## src/button_press_classifier_menu_unit_defines.svh

```systemverilog
// ----------------------------------------------------------------------------
// Assertion macros for the button press classifier
// Shared property wrappers, clocked on clk_i and disabled while in reset.
// ----------------------------------------------------------------------------
`ifndef BUTTON_PRESS_CLASSIFIER_MENU_UNIT_DEFINES_SVH
`define BUTTON_PRESS_CLASSIFIER_MENU_UNIT_DEFINES_SVH

// Consequent must hold in the same cycle as the antecedent
`define BPCM_ASSERT_NOW(lbl, ante, cons, msg) \
  lbl: assert property (@(posedge clk_i) disable iff (!rst_ni) (ante) |-> (cons)) \
    else $error(msg);

// Consequent must hold in the cycle after the antecedent
`define BPCM_ASSERT_NEXT(lbl, ante, cons, msg) \
  lbl: assert property (@(posedge clk_i) disable iff (!rst_ni) (ante) |=> (cons)) \
    else $error(msg);

`endif

```

## src/bpcm_pkg.sv

```systemverilog
// ----------------------------------------------------------------------------
// bpcm_pkg
// Types and constants shared by the button press classifier modules.
// ----------------------------------------------------------------------------
`default_nettype none

package bpcm_pkg;

  localparam int unsigned TimerW   = 16;
  localparam int unsigned BlinkW   = 16;
  localparam int unsigned CfgW     = 16;
  localparam int unsigned CfgIdxW  = 3;
  localparam int unsigned InDataW  = 8;
  localparam int unsigned OutDataW = 16;

  localparam logic [TimerW-1:0] TimerMax = '1;
  localparam logic [BlinkW-1:0] BlinkMax = '1;

  // register indexes
  localparam logic [CfgIdxW-1:0] RegShortMin  = 3'd0;
  localparam logic [CfgIdxW-1:0] RegLongMin   = 3'd1;
  localparam logic [CfgIdxW-1:0] RegLongMax   = 3'd2;
  localparam logic [CfgIdxW-1:0] RegHold      = 3'd3;
  localparam logic [CfgIdxW-1:0] RegNetBlink  = 3'd4;
  localparam logic [CfgIdxW-1:0] RegDevBlink  = 3'd5;
  localparam logic [CfgIdxW-1:0] RegInitNet   = 3'd6;
  localparam logic [CfgIdxW-1:0] RegInitDev   = 3'd7;

  // register reset values
  localparam logic [CfgW-1:0] ShortMinRst = 16'd100;
  localparam logic [CfgW-1:0] LongMinRst  = 16'd700;
  localparam logic [CfgW-1:0] LongMaxRst  = 16'd1500;
  localparam logic [CfgW-1:0] HoldRst     = 16'd3000;
  localparam logic [CfgW-1:0] NetBlinkRst = 16'd200;
  localparam logic [CfgW-1:0] DevBlinkRst = 16'd600;

  // mode codes as seen on the result beat
  localparam logic [1:0] ModeCodeIdle    = 2'd0;
  localparam logic [1:0] ModeCodeSetting = 2'd1;
  localparam logic [1:0] ModeCodeRun     = 2'd2;

  // edit field codes
  localparam logic FieldNetwork = 1'b0;
  localparam logic FieldDevice  = 1'b1;

  typedef enum logic [2:0] {
    MODE_IDLE    = 3'b001,
    MODE_SETTING = 3'b010,
    MODE_RUN     = 3'b100
  } mode_e;

  typedef struct packed {
    logic [CfgW-1:0] short_min;
    logic [CfgW-1:0] long_min;
    logic [CfgW-1:0] long_max;
    logic [CfgW-1:0] hold;
    logic [CfgW-1:0] net_blink;
    logic [CfgW-1:0] dev_blink;
  } cfg_t;

  typedef struct packed {
    logic       save_request;
    logic       release_event;
    logic       status_led;
    logic [2:0] id_display;
    logic [2:0] device_id;
    logic [2:0] network_id;
    logic       edit_field;
    logic [1:0] mode_state;
  } result_t;

endpackage

`default_nettype wire

```

## src/bpcm_core.sv

```systemverilog
// ----------------------------------------------------------------------------
// bpcm_core
// Press timer, classifier and menu state; one sample beat per update.
// ----------------------------------------------------------------------------
`default_nettype none

module bpcm_core (
  input  wire logic              clk_i,
  input  wire logic              rst_ni,
  input  wire bpcm_pkg::cfg_t    cfg_i,
  input  wire logic              fire_i,
  input  wire logic              level_i,
  output bpcm_pkg::result_t      result_o
);
  import bpcm_pkg::*;

  logic              last_level_q, last_level_d;
  logic              press_valid_q, press_valid_d;
  logic [TimerW-1:0] press_elapsed_q, press_elapsed_d;
  logic              hold_fired_q, hold_fired_d;
  mode_e             mode_q, mode_d;
  logic              sub_q, sub_d;
  logic [2:0]        net_id_q, net_id_d;
  logic [2:0]        dev_id_q, dev_id_d;
  logic [2:0]        disp_q, disp_d;
  logic [BlinkW-1:0] blink_elapsed_q, blink_elapsed_d;
  logic              blink_level_q, blink_level_d;

  logic [TimerW-1:0] held;
  logic              is_long, is_short, rel_evt, save_req, led;
  logic [CfgW-1:0]   interval;

  always_comb begin
    last_level_d    = last_level_q;
    press_valid_d   = press_valid_q;
    press_elapsed_d = press_elapsed_q;
    hold_fired_d    = hold_fired_q;
    mode_d          = mode_q;
    sub_d           = sub_q;
    net_id_d        = net_id_q;
    dev_id_d        = dev_id_q;
    disp_d          = disp_q;
    rel_evt         = 1'b0;
    save_req        = 1'b0;
    held            = '0;
    is_long         = 1'b0;
    is_short        = 1'b0;

    if (press_valid_q && (press_elapsed_q < TimerMax)) begin
      press_elapsed_d = press_elapsed_q + 1'b1;
    end

    if (!level_i) begin
      if (press_valid_q) begin
        held = press_elapsed_d;
      end
    end else begin
      hold_fired_d = 1'b0;
    end

    if (level_i != last_level_q) begin
      if (level_i) begin
        rel_evt = 1'b1;
        if (press_valid_q) begin
          is_long  = (press_elapsed_d > TimerW'(cfg_i.long_min)) &&
                     (press_elapsed_d < TimerW'(cfg_i.long_max));
          is_short = (press_elapsed_d > TimerW'(cfg_i.short_min)) &&
                     (press_elapsed_d < TimerW'(cfg_i.long_min));
          // long action first, so a short step sees the new field
          if (is_long && (mode_q == MODE_SETTING) && (sub_q == FieldNetwork)) begin
            sub_d = FieldDevice;
          end
          if (is_short && (mode_q == MODE_SETTING)) begin
            if (sub_d == FieldNetwork) begin
              net_id_d = net_id_q + 3'd1;
              disp_d   = net_id_q + 3'd1;
            end else begin
              dev_id_d = dev_id_q + 3'd1;
              disp_d   = dev_id_q + 3'd1;
            end
          end
        end
        press_valid_d = 1'b0;
      end else begin
        press_valid_d = 1'b1;
      end
      press_elapsed_d = '0;
      last_level_d    = level_i;
    end

    if ((held > TimerW'(cfg_i.hold)) && !hold_fired_d) begin
      hold_fired_d = 1'b1;
      unique case (mode_q)
        MODE_SETTING: begin
          mode_d       = MODE_RUN;
          save_req     = 1'b1;
          hold_fired_d = 1'b0;
        end
        MODE_IDLE: begin
          mode_d = MODE_SETTING;
          sub_d  = FieldNetwork;
        end
        MODE_RUN: ;
        default: ;
      endcase
    end
  end

  // blink timer runs in every mode, toggles only in setting mode
  always_comb begin
    blink_elapsed_d = blink_elapsed_q;
    blink_level_d   = blink_level_q;
    interval        = (sub_d == FieldNetwork) ? cfg_i.net_blink : cfg_i.dev_blink;
    if (blink_elapsed_q < BlinkMax) begin
      blink_elapsed_d = blink_elapsed_q + 1'b1;
    end
    led = 1'b0;
    unique case (mode_d)
      MODE_SETTING: begin
        if (blink_elapsed_d >= BlinkW'(interval)) begin
          blink_elapsed_d = '0;
          blink_level_d   = ~blink_level_q;
        end
        led = blink_level_d;
      end
      MODE_RUN:  led = 1'b1;
      MODE_IDLE: led = 1'b0;
      default:   led = 1'b0;
    endcase
  end

  always_comb begin
    result_o.save_request  = save_req;
    result_o.release_event = rel_evt;
    result_o.status_led    = led;
    result_o.id_display    = disp_d;
    result_o.device_id     = dev_id_d;
    result_o.network_id    = net_id_d;
    result_o.edit_field    = sub_d;
    unique case (mode_d)
      MODE_SETTING: result_o.mode_state = ModeCodeSetting;
      MODE_RUN:     result_o.mode_state = ModeCodeRun;
      MODE_IDLE:    result_o.mode_state = ModeCodeIdle;
      default:      result_o.mode_state = ModeCodeIdle;
    endcase
  end

  always_ff @(posedge clk_i or negedge rst_ni) begin
    if (!rst_ni) begin
      last_level_q    <= 1'b0;
      press_valid_q   <= 1'b0;
      press_elapsed_q <= '0;
      hold_fired_q    <= 1'b0;
      mode_q          <= MODE_IDLE;
      sub_q           <= FieldNetwork;
      net_id_q        <= '0;
      dev_id_q        <= '0;
      disp_q          <= '0;
      blink_elapsed_q <= '0;
      blink_level_q   <= 1'b0;
    end else if (fire_i) begin
      last_level_q    <= last_level_d;
      press_valid_q   <= press_valid_d;
      press_elapsed_q <= press_elapsed_d;
      hold_fired_q    <= hold_fired_d;
      mode_q          <= mode_d;
      sub_q           <= sub_d;
      net_id_q        <= net_id_d;
      dev_id_q        <= dev_id_d;
      disp_q          <= disp_d;
      blink_elapsed_q <= blink_elapsed_d;
      blink_level_q   <= blink_level_d;
    end
  end

endmodule

`default_nettype wire

```

## src/bpcm_skid.sv

```systemverilog
// ----------------------------------------------------------------------------
// bpcm_skid
// Output register with one skid slot, so the input side keeps moving
// while a result beat waits.
// ----------------------------------------------------------------------------
`default_nettype none

module bpcm_skid (
  input  wire logic              clk_i,
  input  wire logic              rst_ni,
  input  wire logic              push_i,
  input  wire bpcm_pkg::result_t data_i,
  output logic                   ready_o,
  output logic                   valid_o,
  input  wire logic              pop_ready_i,
  output bpcm_pkg::result_t      data_o
);
  import bpcm_pkg::*;

  logic    out_valid_q, skid_valid_q;
  result_t out_q, skid_q;
  logic    pop;

  assign ready_o = !skid_valid_q;
  assign valid_o = out_valid_q;
  assign data_o  = out_q;
  assign pop     = out_valid_q && pop_ready_i;

  always_ff @(posedge clk_i or negedge rst_ni) begin
    if (!rst_ni) begin
      out_valid_q  <= 1'b0;
      skid_valid_q <= 1'b0;
    end else begin
      priority if (push_i && (!out_valid_q || pop)) begin
        out_valid_q <= 1'b1;
      end else if (push_i) begin
        skid_valid_q <= 1'b1;
      end else if (pop) begin
        // refill from the skid slot or drain
        out_valid_q  <= skid_valid_q;
        skid_valid_q <= 1'b0;
      end else begin
        out_valid_q  <= out_valid_q;
        skid_valid_q <= skid_valid_q;
      end
    end
  end

  always_ff @(posedge clk_i) begin
    priority if (push_i && (!out_valid_q || pop)) begin
      out_q <= data_i;
    end else if (push_i) begin
      skid_q <= data_i;
    end else if (pop && skid_valid_q) begin
      out_q <= skid_q;
    end else begin
      out_q  <= out_q;
      skid_q <= skid_q;
    end
  end

endmodule

`default_nettype wire

```

## src/button_press_classifier_menu_unit.sv

```systemverilog
// ----------------------------------------------------------------------------
// button_press_classifier_menu_unit
// Each result beat is registered in the output register, or in the skid slot while that holds a beat.
// Throughput: one sample beat per cycle; the menu state updates in a single
// pass of compare and increment logic between the state and output registers.
// The output stage holds two beats, so input stalls only when both are full.
// Reset: asynchronous, active low; restores register defaults and idle state.
// ----------------------------------------------------------------------------
`default_nettype none
`include "button_press_classifier_menu_unit_defines.svh"

module button_press_classifier_menu_unit (
  input  wire logic        clk_i,
  input  wire logic        rst_ni,
  // sample stream; tdata: [0] button_level, [7:1] zero
  input  wire logic        s_axis_tvalid,
  output logic             s_axis_tready,
  input  wire logic [7:0]  s_axis_tdata,
  // result stream; tdata: [1:0] mode_state, [2] edit_field, [5:3] network_id,
  // [8:6] device_id, [11:9] id_display, [12] status_led, [13] release_event,
  // [14] save_request, [15] zero
  output logic             m_axis_tvalid,
  input  wire logic        m_axis_tready,
  output logic [15:0]      m_axis_tdata,
  // register write port
  input  wire logic        cfg_we_i,
  input  wire logic [2:0]  cfg_idx_i,
  input  wire logic [15:0] cfg_data_i
);
  import bpcm_pkg::*;

  cfg_t    cfg_q;
  result_t core_res, out_res;
  logic    fire;

  always_ff @(posedge clk_i or negedge rst_ni) begin
    if (!rst_ni) begin
      cfg_q.short_min <= ShortMinRst;
      cfg_q.long_min  <= LongMinRst;
      cfg_q.long_max  <= LongMaxRst;
      cfg_q.hold      <= HoldRst;
      cfg_q.net_blink <= NetBlinkRst;
      cfg_q.dev_blink <= DevBlinkRst;
    end else if (cfg_we_i) begin
      unique case (cfg_idx_i)
        RegShortMin: cfg_q.short_min <= cfg_data_i;
        RegLongMin:  cfg_q.long_min  <= cfg_data_i;
        RegLongMax:  cfg_q.long_max  <= cfg_data_i;
        RegHold:     cfg_q.hold      <= cfg_data_i;
        RegNetBlink: cfg_q.net_blink <= cfg_data_i;
        RegDevBlink: cfg_q.dev_blink <= cfg_data_i;
        // initial id writes are ignored; reset always restores the ids to zero
        RegInitNet:  ;
        RegInitDev:  ;
        default:     ;
      endcase
    end
  end

  assign fire = s_axis_tvalid && s_axis_tready;

  bpcm_core u_core (
    .clk_i    (clk_i),
    .rst_ni   (rst_ni),
    .cfg_i    (cfg_q),
    .fire_i   (fire),
    .level_i  (s_axis_tdata[0]),
    .result_o (core_res)
  );

  bpcm_skid u_skid (
    .clk_i       (clk_i),
    .rst_ni      (rst_ni),
    .push_i      (fire),
    .data_i      (core_res),
    .ready_o     (s_axis_tready),
    .valid_o     (m_axis_tvalid),
    .pop_ready_i (m_axis_tready),
    .data_o      (out_res)
  );

  assign m_axis_tdata = {1'b0, out_res};

  `BPCM_ASSERT_NOW(a_stall_has_output, !s_axis_tready, m_axis_tvalid,
                   "input stalled with empty output")
  `BPCM_ASSERT_NOW(a_save_in_run, m_axis_tvalid && out_res.save_request,
                   out_res.mode_state == ModeCodeRun, "save request outside run mode")
  `BPCM_ASSERT_NOW(a_rel_save_excl, m_axis_tvalid,
                   !(out_res.release_event && out_res.save_request),
                   "release and save on one beat")
  `BPCM_ASSERT_NEXT(a_take_fills_out, fire, m_axis_tvalid, "accepted beat left no result")

endmodule

`default_nettype wire

```

## config.mk

```make
export PLATFORM = sky130hd
export DESIGN_NAME = button_press_classifier_menu_unit
export DESIGN_NICKNAME = d
export VERILOG_FILES = /design/src/bpcm_pkg.sv /design/src/bpcm_core.sv /design/src/bpcm_skid.sv /design/src/button_press_classifier_menu_unit.sv
export VERILOG_INCLUDE_DIRS = /design/src /design/src/src
export SDC_FILE = /design/constraint.sdc
export NUM_CORES = 1
export LEC_CHECK = 0
export ABC_AREA = 1
export BUFFER_PORTS_ARGS = -buffer_cell sky130_fd_sc_hd__buf_4
export CAP_MARGIN = 20
export CORE_MARGIN = 2
export CORE_UTILIZATION = 62
export CTS_CLUSTER_SIZE = 25
export DETAILED_ROUTE_END_ITERATION = 12
export GPL_ROUTABILITY_DRIVEN = 0
export PLACE_DENSITY_LB_ADDON = 0.08
export REMOVE_ABC_BUFFERS = 1
export SLEW_MARGIN = 20
export SYNTH_ARGS = -nofsm -noshare
export SYNTH_HDL_FRONTEND = slang
export SYNTH_SLANG_ARGS = --single-unit
```

## constraint.sdc

```tcl
create_clock -name clk_i -period 6.6 [get_ports clk_i]
set_input_delay 1.32 -clock clk_i [delete_from_list [all_inputs] [get_ports clk_i]]
set_output_delay 1.32 -clock clk_i [all_outputs]
set_load 0.02 [all_outputs]
```

Word-level counts from Yosys, hierarchy flattened
Index checks and enable logic that the tools add are counted.
{ "totals": {"out_inout_bits": 18, "register_bits": 177} }
{ "classes": {"mux": 53, "addsub": 4, "n_lt_le_gt_ge": 8, "n_eq_ne": 11, "reduce_logical": 31, "n_bitwise": 3} }
{ "ops": {"columns": ["operator", "n"], "rows": [
  ["$mux 16", 8],
  ["$gt 16x16->1", 3],
  ["$mux 3", 16],
  ["$mux 15", 3],
  ["$add 16x1->16 const B", 2],
  ["$lt 16x16->1", 2],
  ["$lt 16x16->1 const B", 2],
  ["$reduce_and 2->1", 12],
  ["$mux 1", 23],
  ["$ge 16x16->1", 1],
  ["$eq 3x2->1 const B", 4],
  ["$logic_and 1x1->1", 11],
  ["$eq 3x3->1 const B", 3],
  ["$add 3x1->3 const B", 2],
  ["$eq 3x1->1 const B", 2],
  ["$pmux 3 s2", 1],
  ["$reduce_bool 2->1", 3],
  ["$pmux 2 s2", 1],
  ["$logic_not 1->1", 3],
  ["$logic_not 3->1", 1],
  ["$not 1->1", 3],
  ["$ne 2x2->1 const B", 1],
  ["$pmux 1 s2", 1],
  ["$logic_or 1x1->1", 1],
  ["$ne 1x1->1", 1]
]} }

Depth between registers and ports, before layout
{ "depth": {"ltp_word": 21, "depth_mapped": 40, "depth_no_buf": 39} }

Cells and area by module
A second synthesis with hierarchy kept.
{ "hier_totals": {"hier_cells": 1319, "hier_area_um2": 10497.6} }
{ "by_module_without_submodules": {"columns": ["module", "area_each_um2", "instances", "cells_per_inst", "seq_area_each_um2"], "rows": [
  ["bpcm_core", 5425.2, 1, 794, 1227.4],
  ["button_press_classifier_menu_unit", 3831.2, 1, 429, 2439.8],
  ["bpcm_skid", 1241.2, 1, 96, 950.9]
]} }

Least setup slack after synthesis
Ideal clock, no wire load.
{ "synth_path": {"kind": "flip-flop to flip-flop", "from": "reg u_core.press_elapsed_q[0]", "to": "reg u_skid.out_q, in the netlist u_skid.data_o[12] (data pin)", "stages_incl_launch_ff": 39, "arrival_time_ns": 4.720, "n_path_buf": 1, "setup_slack_ns": 1.612, "setup_ns": 0.268, "path_cell_list": "dfrtp_1 > ha_1 > nand2_1 > nor2_1 > nand2_2 > o21ai_4 > inv_1 > nand2_1 > inv_1 > nand4_1 > nor3_1 > nand3_1 > xor2_1 > inv_1 > ha_1 > nand2_1 > nor2_1 > nand2_1 > [... 3 more ...] > nor2_1 > nand2_2 > o211a_4 > nand2_4 > nand2_4 > nand3_4 > buf_6 > nand2_1 > o21ai_2 > ha_1 > a21oi_1 > o21a_1 > o221ai_1 > nand2_1 > nand3_1 > xor2_1 > nand2_1 > a31oi_1"} }
{ "synth_between": {"elab_chain_cells": 21, "word_cells_on_any_way": 30, "classes_between": "add/sub (1); order compare (5); eq/ne (2); mux (17); reduce/logical (5)"} }
{ "synth_rtl": {"columns": ["element", "line", "rtl"], "rows": [
  ["start, declared", "bpcm_core.sv:19", "logic [TimerW-1:0] press_elapsed_q, press_elapsed_d;"],
  ["start signal, assigned", "bpcm_core.sv:164", "press_elapsed_q <= press_elapsed_d;"],
  ["$lt 16x16->1", "bpcm_core.sv:49", "if (press_valid_q && (press_elapsed_q < TimerMax)) begin"],
  ["$logic_and 1x1->1", "bpcm_core.sv:49", null],
  ["$mux 16 *", "bpcm_core.sv:49", null],
  ["$gt 16x16->1 / $lt 16x16->1 (equally long branches)", "bpcm_core.sv:65, bpcm_core.sv:66", null],
  ["$logic_and 1x1->1", "bpcm_core.sv:65", "is_long = (press_elapsed_d > TimerW'(cfg_i.long_min)) &&"],
  ["$logic_and 1x1->1 (2 in a row)", "bpcm_core.sv:70", "if (is_long && (mode_q == MODE_SETTING) && (sub_q == FieldNetwork)) begin"],
  ["$mux 1", "bpcm_core.sv:70", null],
  ["$mux 1", "bpcm_core.sv:64", "if (press_valid_q) begin"],
  ["[... 4 more ...]", null, null],
  ["$mux 1", "bpcm_core.sv:61", "if (level_i != last_level_q) begin"],
  ["$mux 1", "bpcm_core.sv:93", "unique case (mode_q)"],
  ["$mux 1", "bpcm_core.sv:91", "if ((held > TimerW'(cfg_i.hold)) && !hold_fired_d) begin"],
  ["$mux 16", "bpcm_core.sv:113", "interval = (sub_d == FieldNetwork) ? cfg_i.net_blink : cfg_i.dev_blink;"],
  ["$ge 16x16->1", "bpcm_core.sv:120", "if (blink_elapsed_d >= BlinkW'(interval)) begin"],
  ["$mux 1", "bpcm_core.sv:120", null],
  ["$pmux 1 s2 *", "bpcm_core.sv:118", "unique case (mode_d)"],
  ["$mux 15 *", "bpcm_skid.sv:50", "priority if (push_i && (!out_valid_q || pop)) begin"],
  ["end signal, assigned", "bpcm_skid.sv:51", "out_q <= data_i;"],
  ["end signal, assigned", "bpcm_skid.sv:55", "out_q <= skid_q;"],
  ["end signal, assigned", "bpcm_skid.sv:57", "out_q <= out_q;"],
  ["end, declared", "bpcm_skid.sv:21", "result_t out_q, skid_q;"]
]} }
Every way passes the cells marked *; elsewhere a longest branch is shown, timed or not. The select of a mux whose other input is x is not followed.
A chain may end at the register's enable or synchronous reset.

Worst setup path after layout
{ "layout_path": {"from": "reg u_core.press_elapsed_q[0]", "to": "reg u_core.blink_elapsed_q[2]"} }
{ "layout_between": {"elab_chain_cells": 20, "word_cells_on_any_way": 28, "classes_between": "add/sub (1); order compare (5); eq/ne (1); mux (16); reduce/logical (5)"} }
{ "layout_rtl": {"columns": ["element", "line", "rtl"], "rows": [
  ["$lt 16x16->1", "bpcm_core.sv:49", null],
  ["$logic_and 1x1->1", "bpcm_core.sv:49", null],
  ["$mux 16 *", "bpcm_core.sv:49", null],
  ["$gt 16x16->1 / $lt 16x16->1 (equally long branches)", "bpcm_core.sv:65, bpcm_core.sv:66", null],
  ["$logic_and 1x1->1", "bpcm_core.sv:65", null],
  ["$logic_and 1x1->1 (2 in a row)", "bpcm_core.sv:70", null],
  ["$mux 1", "bpcm_core.sv:70", null],
  ["$mux 1", "bpcm_core.sv:64", null],
  ["[... 3 more ...]", null, null],
  ["$mux 1", "bpcm_core.sv:62", "if (level_i) begin"],
  ["$mux 1", "bpcm_core.sv:61", null],
  ["$mux 1", "bpcm_core.sv:93", null],
  ["$mux 1", "bpcm_core.sv:91", null],
  ["$mux 16", "bpcm_core.sv:113", null],
  ["$ge 16x16->1", "bpcm_core.sv:120", null],
  ["$mux 16", "bpcm_core.sv:120", null],
  ["$mux 16 *", "bpcm_core.sv:118", null],
  ["end signal, assigned", "bpcm_core.sv:171", "blink_elapsed_q <= blink_elapsed_d;"],
  ["end, declared", "bpcm_core.sv:26", "logic [BlinkW-1:0] blink_elapsed_q, blink_elapsed_d;"]
]} }
Marks and branches as above.

==> metrics.log <==
[metrics] final cell area excluding filler cells: 11100 um2
[metrics] Clock Power Share: 0.295
[metrics] Post-route DRC: 0
[metrics] via density per instance: 5.33
[metrics] Core Rows: 46
[metrics] FF+latch count, synth: 177
[metrics] average cell area after synthesis: 8.33 um2
[metrics] die area: 17100 um2
[metrics] WL final: 21500 um
[metrics] DRC violation total after the first TritonRoute iteration: 542
[metrics] count of synthesis-stage warnings from yosys: 0
[metrics] Worst-Skew Late Latency: 0.43 ns
[metrics] clock net sink count: 177
[metrics] Sw Ratio: 0.335
[metrics] area occupied by multi-input gates: 4560 um2
[metrics] Synth cell types: 46
[metrics] Die Y-Extent: 131 um
[metrics] post-detail-place hpwl: 15200 um
[metrics] via count: 7814
[metrics] Final period util: 0.896
[metrics] maximum number of pins on one net before global-route repair: 106
[metrics] FMAX: 0.169 GHz
[metrics] reported leakage power: 5.65 nW
[metrics] Final Skew: 0.0118 ns
[metrics] power density relative to cell area: 306 nW/um2
[metrics] slew at the pin closest to its max-slew limit: 1.02 ns
[metrics] Placement Cell Area: 10500 um2
[metrics] Crit path top cell by count: sky130_fd_sc_hd__nand2_1
[metrics] cell area after synthesis: 9980 um2
[metrics] sequential group share of total power: 0.431
[metrics] Overall Power: 3.41 mW
[metrics] post-detailed-route wirelength per cell: 14.7 um
[metrics] starting density of the core: 0.631
[metrics] overall overflow remaining after global route: 0
[metrics] antenna-violating nets left: 0
[metrics] worst min-delay path category: reg2reg
[metrics] count of endpoints failing hold in the final timing report: 0
[metrics] maximum fanout along the worst path: 16
[metrics] fraction of synthesized cell area taken by the top area cell type: 0.291
[metrics] delay of the slowest critical-path stage: 0.42 ns
[metrics] min cycle time layout: 5.91 ns
[metrics] die width: 131 um
[metrics] setup repair after global routing missed its margin: no
[metrics] Final Non-Filler Cells: 1465
[metrics] detailed-routing iteration count for the pre-antenna-repair pass: 7
[metrics] total count of max-transition violations in the final report: 0
[metrics] CP Launch Type: flip-flop
[metrics] antenna diode count: 0
[metrics] Arr. time, crit path: 6.19 ns
[metrics] top-level port count: 50
[metrics] largest area contributor in the netlist: sky130_fd_sc_hd__dfrtp_1
[metrics] via count of the first global-routing pass: 7572
[metrics] final-report setup violation count: 0
[metrics] result of the run: finished clean
[metrics] area inside the core boundary: 15800 um2
[metrics] CTS HTree Levels: 4
[metrics] cells after synthesis: 1198
[metrics] Internal Pwr Total: 2.27 mW
[metrics] clock tree from TritonCTS: yes
[metrics] maximum buffer depth of the clock tree: 2
[metrics] Net count, final: 1350
[metrics] total routing usage reported by global routing: 0.270
[metrics] Reg area: 4620 um2
[metrics] Synth area leaders: sky130_fd_sc_hd__dfrtp_1 (29%), sky130_fd_sc_hd__nand2_1 (12%), sky130_fd_sc_hd__ha_1 (10%)
[metrics] wire length of the first global-routing pass: 36300 um
[metrics] count of placed standard cells including taps: 1431
[metrics] slowest library cell on the worst path: sky130_fd_sc_hd__dfrtp_1
[metrics] kind of end point of the critical path: flip-flop
[metrics] clock transition at the register clock pins on the worst setup and hold paths after CTS: 0.07 ns
[metrics] area growth from synthesis to layout: 11.5%
[metrics] Switch Pwr: 1.14 mW
[metrics] total CTS buffers: 17
[metrics] Max transition margin: 0.320
[metrics] share of synthesized area occupied by flip-flops and latches: 0.463
[metrics] worst setup path category: reg2reg
[metrics] number of antenna violations at the first check in global routing: 0
[metrics] required time worst endpoint: 6.88 ns
[metrics] Filler Cells Inserted: 1302
[metrics] Peak VDD IR: 0.189 mV
[metrics] combinational power share: 0.274
[metrics] final-layout worst hold slack: 0.486 ns
[metrics] CTS root buf: sky130_fd_sc_hd__clkbuf_16
[metrics] ys flop type: sky130_fd_sc_hd__dfrtp_1
[metrics] TNS Setup: 0 ns
[metrics] PortBufs: 41
[metrics] number of enable-type register cells in the synthesized netlist: 30
[metrics] fraction of synthesis flops using an asynchronous set or reset pin: 0.831
[metrics] fraction of layout instances using a drive strength above 1: 0.127
[metrics] max-capacitance violation count: 0
==> layer usage <==
layer	vias to the layer above	global-route usage	routed length (um)
li1	3976	-	-
met1	3643	0.366	10100
met2	161	0.455	10200
met3	34	0.0350	714
met4	0	0.0870	430
met5	-	0	0
==> cell usage after synthesis (2+ instances only) <==
cell type,instances
sky130_fd_sc_hd__nand4_1,14
sky130_fd_sc_hd__ha_1,82
sky130_fd_sc_hd__edfxtp_1,30
sky130_fd_sc_hd__dfstp_2,31
sky130_fd_sc_hd__o21ai_1,2
sky130_fd_sc_hd__o21ai_0,125
sky130_fd_sc_hd__nor2_2,4
sky130_fd_sc_hd__xor2_1,19
sky130_fd_sc_hd__nand3_2,4
sky130_fd_sc_hd__xnor2_1,7
sky130_fd_sc_hd__buf_6,4
sky130_fd_sc_hd__nand2_4,2
sky130_fd_sc_hd__nor4_1,3
sky130_fd_sc_hd__dfrtp_1,116
sky130_fd_sc_hd__o21ai_2,19
sky130_fd_sc_hd__a21oi_1,51
sky130_fd_sc_hd__nor3_1,17
sky130_fd_sc_hd__a31oi_1,2
sky130_fd_sc_hd__inv_1,179
sky130_fd_sc_hd__nand3_1,50
sky130_fd_sc_hd__nand2_2,8
sky130_fd_sc_hd__nor2_1,55
sky130_fd_sc_hd__o22ai_1,10
sky130_fd_sc_hd__clkbuf_1,29
sky130_fd_sc_hd__nand2_1,314
==> through the flow <==
step / util / worst slack (ns)
6_report: 0.703 / 0.689
3_3_place_gp: 0.662 / 0.570
3_5_place_dp: 0.662 / 0.469
5_1_grt: 0.703 / 0.0783
2_1_floorplan: - / 1.44
4_1_cts: 0.700 / 0.426
==> worst max-delay path, delay by kind of cell, from the launching register on <==
kind,cells,cell delay (ns)
buffers and inverters,3,0.36
AOI/OAI and AO/OA,6,0.88
xor gates and xnor gates,1,0.25
DFF,1,0.42
and+or+nand+nor,24,2.98
adders and majority gates,3,0.85
==> kinds of logic (layout without fill, tap and decap cells) <==
family	after synthesis	count (layout)	share of synthesized area
DFF	177	177	0.463
xor gates and xnor gates	26	26	0.0228
buffers and inverters	214	264	0.0838
adders and majority gates	82	82	0.103
and+or+nand+nor	479	480	0.205
AOI/OAI and AO/OA	219	219	0.123
other	1	1	0.000376
==> path summary, 6_finish.rpt <==
kind | cells past startpoint | endpoint | from | slack (ns)
min reg2reg | 2 | cfg_q[28] | cfg_q[28] | 0.49
max | 37 | u_core.blink_elapsed_q[2] | u_core.press_elapsed_q[0] | 0.69
min | 2 | cfg_q[28] | cfg_q[28] | 0.49
min in group asynchronous | 1 | cfg_q[21] | rst_ni | 0.99
max in group asynchronous | 2 | cfg_q[40] | rst_ni | 4.48
max reg2reg | 37 | u_core.blink_elapsed_q[2] | u_core.press_elapsed_q[0] | 0.69
==> repair_timing <==
item,in CTS,in global routing
setup buffers,0,0
gates resized for setup,0,2
hold buffers,0,0
endpoints found under the setup margin,0,19
==> flip-flops by register name (all words and copies together), names as in the netlist <==
name	cells
u_skid.valid_o	1
u_skid.skid_q	15
u_core.net_id_q	3
u_core.dev_id_q	3
u_core.blink_level_q	1
u_skid.data_o	15
u_core.disp_q	3
cfg_q	96
u_core.last_level_q	1
u_core.mode_q	3
u_core.press_valid_q	1
u_core.blink_elapsed_q	16
u_core.hold_fired_q	1
u_core.press_elapsed_q	16
u_skid.skid_valid_q	1
u_core.sub_q	1
==> power by group through the flow <==
stage / combinational, mW / sequential, mW / clock, mW
after global placement: 0.897 / 1.48 / 0
after detailed placement: 0.924 / 1.48 / 0
after global routing: 1.08 / 1.50 / 1.07
final: 0.936 / 1.47 / 1.01
after floorplan: 0.609 / 1.50 / 0
after CTS: 0.935 / 1.47 / 1.02
==> cell type report <==
type                            count  share of cell area
Clock inverter                     11              0.0116
Clock buffer                       21              0.0415
Multi-Input combinational cell    808               0.409
Tap cell                          216              0.0243
Sequential cell                   177               0.415
Inverter                          179              0.0604
Timing Repair Buffer               53              0.0379
==> layout by cell type (no fill, tap or decap), types with 14 or more instances in the layout <==
| master | synthesis | final |
|---|---|---|
| sky130_fd_sc_hd__xor2_1 | 19 | 19 |
| sky130_fd_sc_hd__o21ai_0 | 125 | 125 |
| sky130_fd_sc_hd__o21ai_2 | 19 | 19 |
| sky130_fd_sc_hd__inv_1 | 179 | 179 |
| sky130_fd_sc_hd__ha_1 | 82 | 82 |
| sky130_fd_sc_hd__a21oi_1 | 51 | 51 |
| sky130_fd_sc_hd__buf_4 | 1 | 51 |
| sky130_fd_sc_hd__dfstp_2 | 31 | 31 |
| sky130_fd_sc_hd__nand4_1 | 14 | 14 |
| sky130_fd_sc_hd__nor2_1 | 55 | 55 |
| sky130_fd_sc_hd__dfrtp_1 | 116 | 116 |
| sky130_fd_sc_hd__nand3_1 | 50 | 49 |
| sky130_fd_sc_hd__nand2_1 | 314 | 314 |
| sky130_fd_sc_hd__edfxtp_1 | 30 | 30 |
| sky130_fd_sc_hd__clkbuf_16 | 0 | 18 |
| sky130_fd_sc_hd__nor3_1 | 17 | 17 |
(Power assumes the default switching activity.)
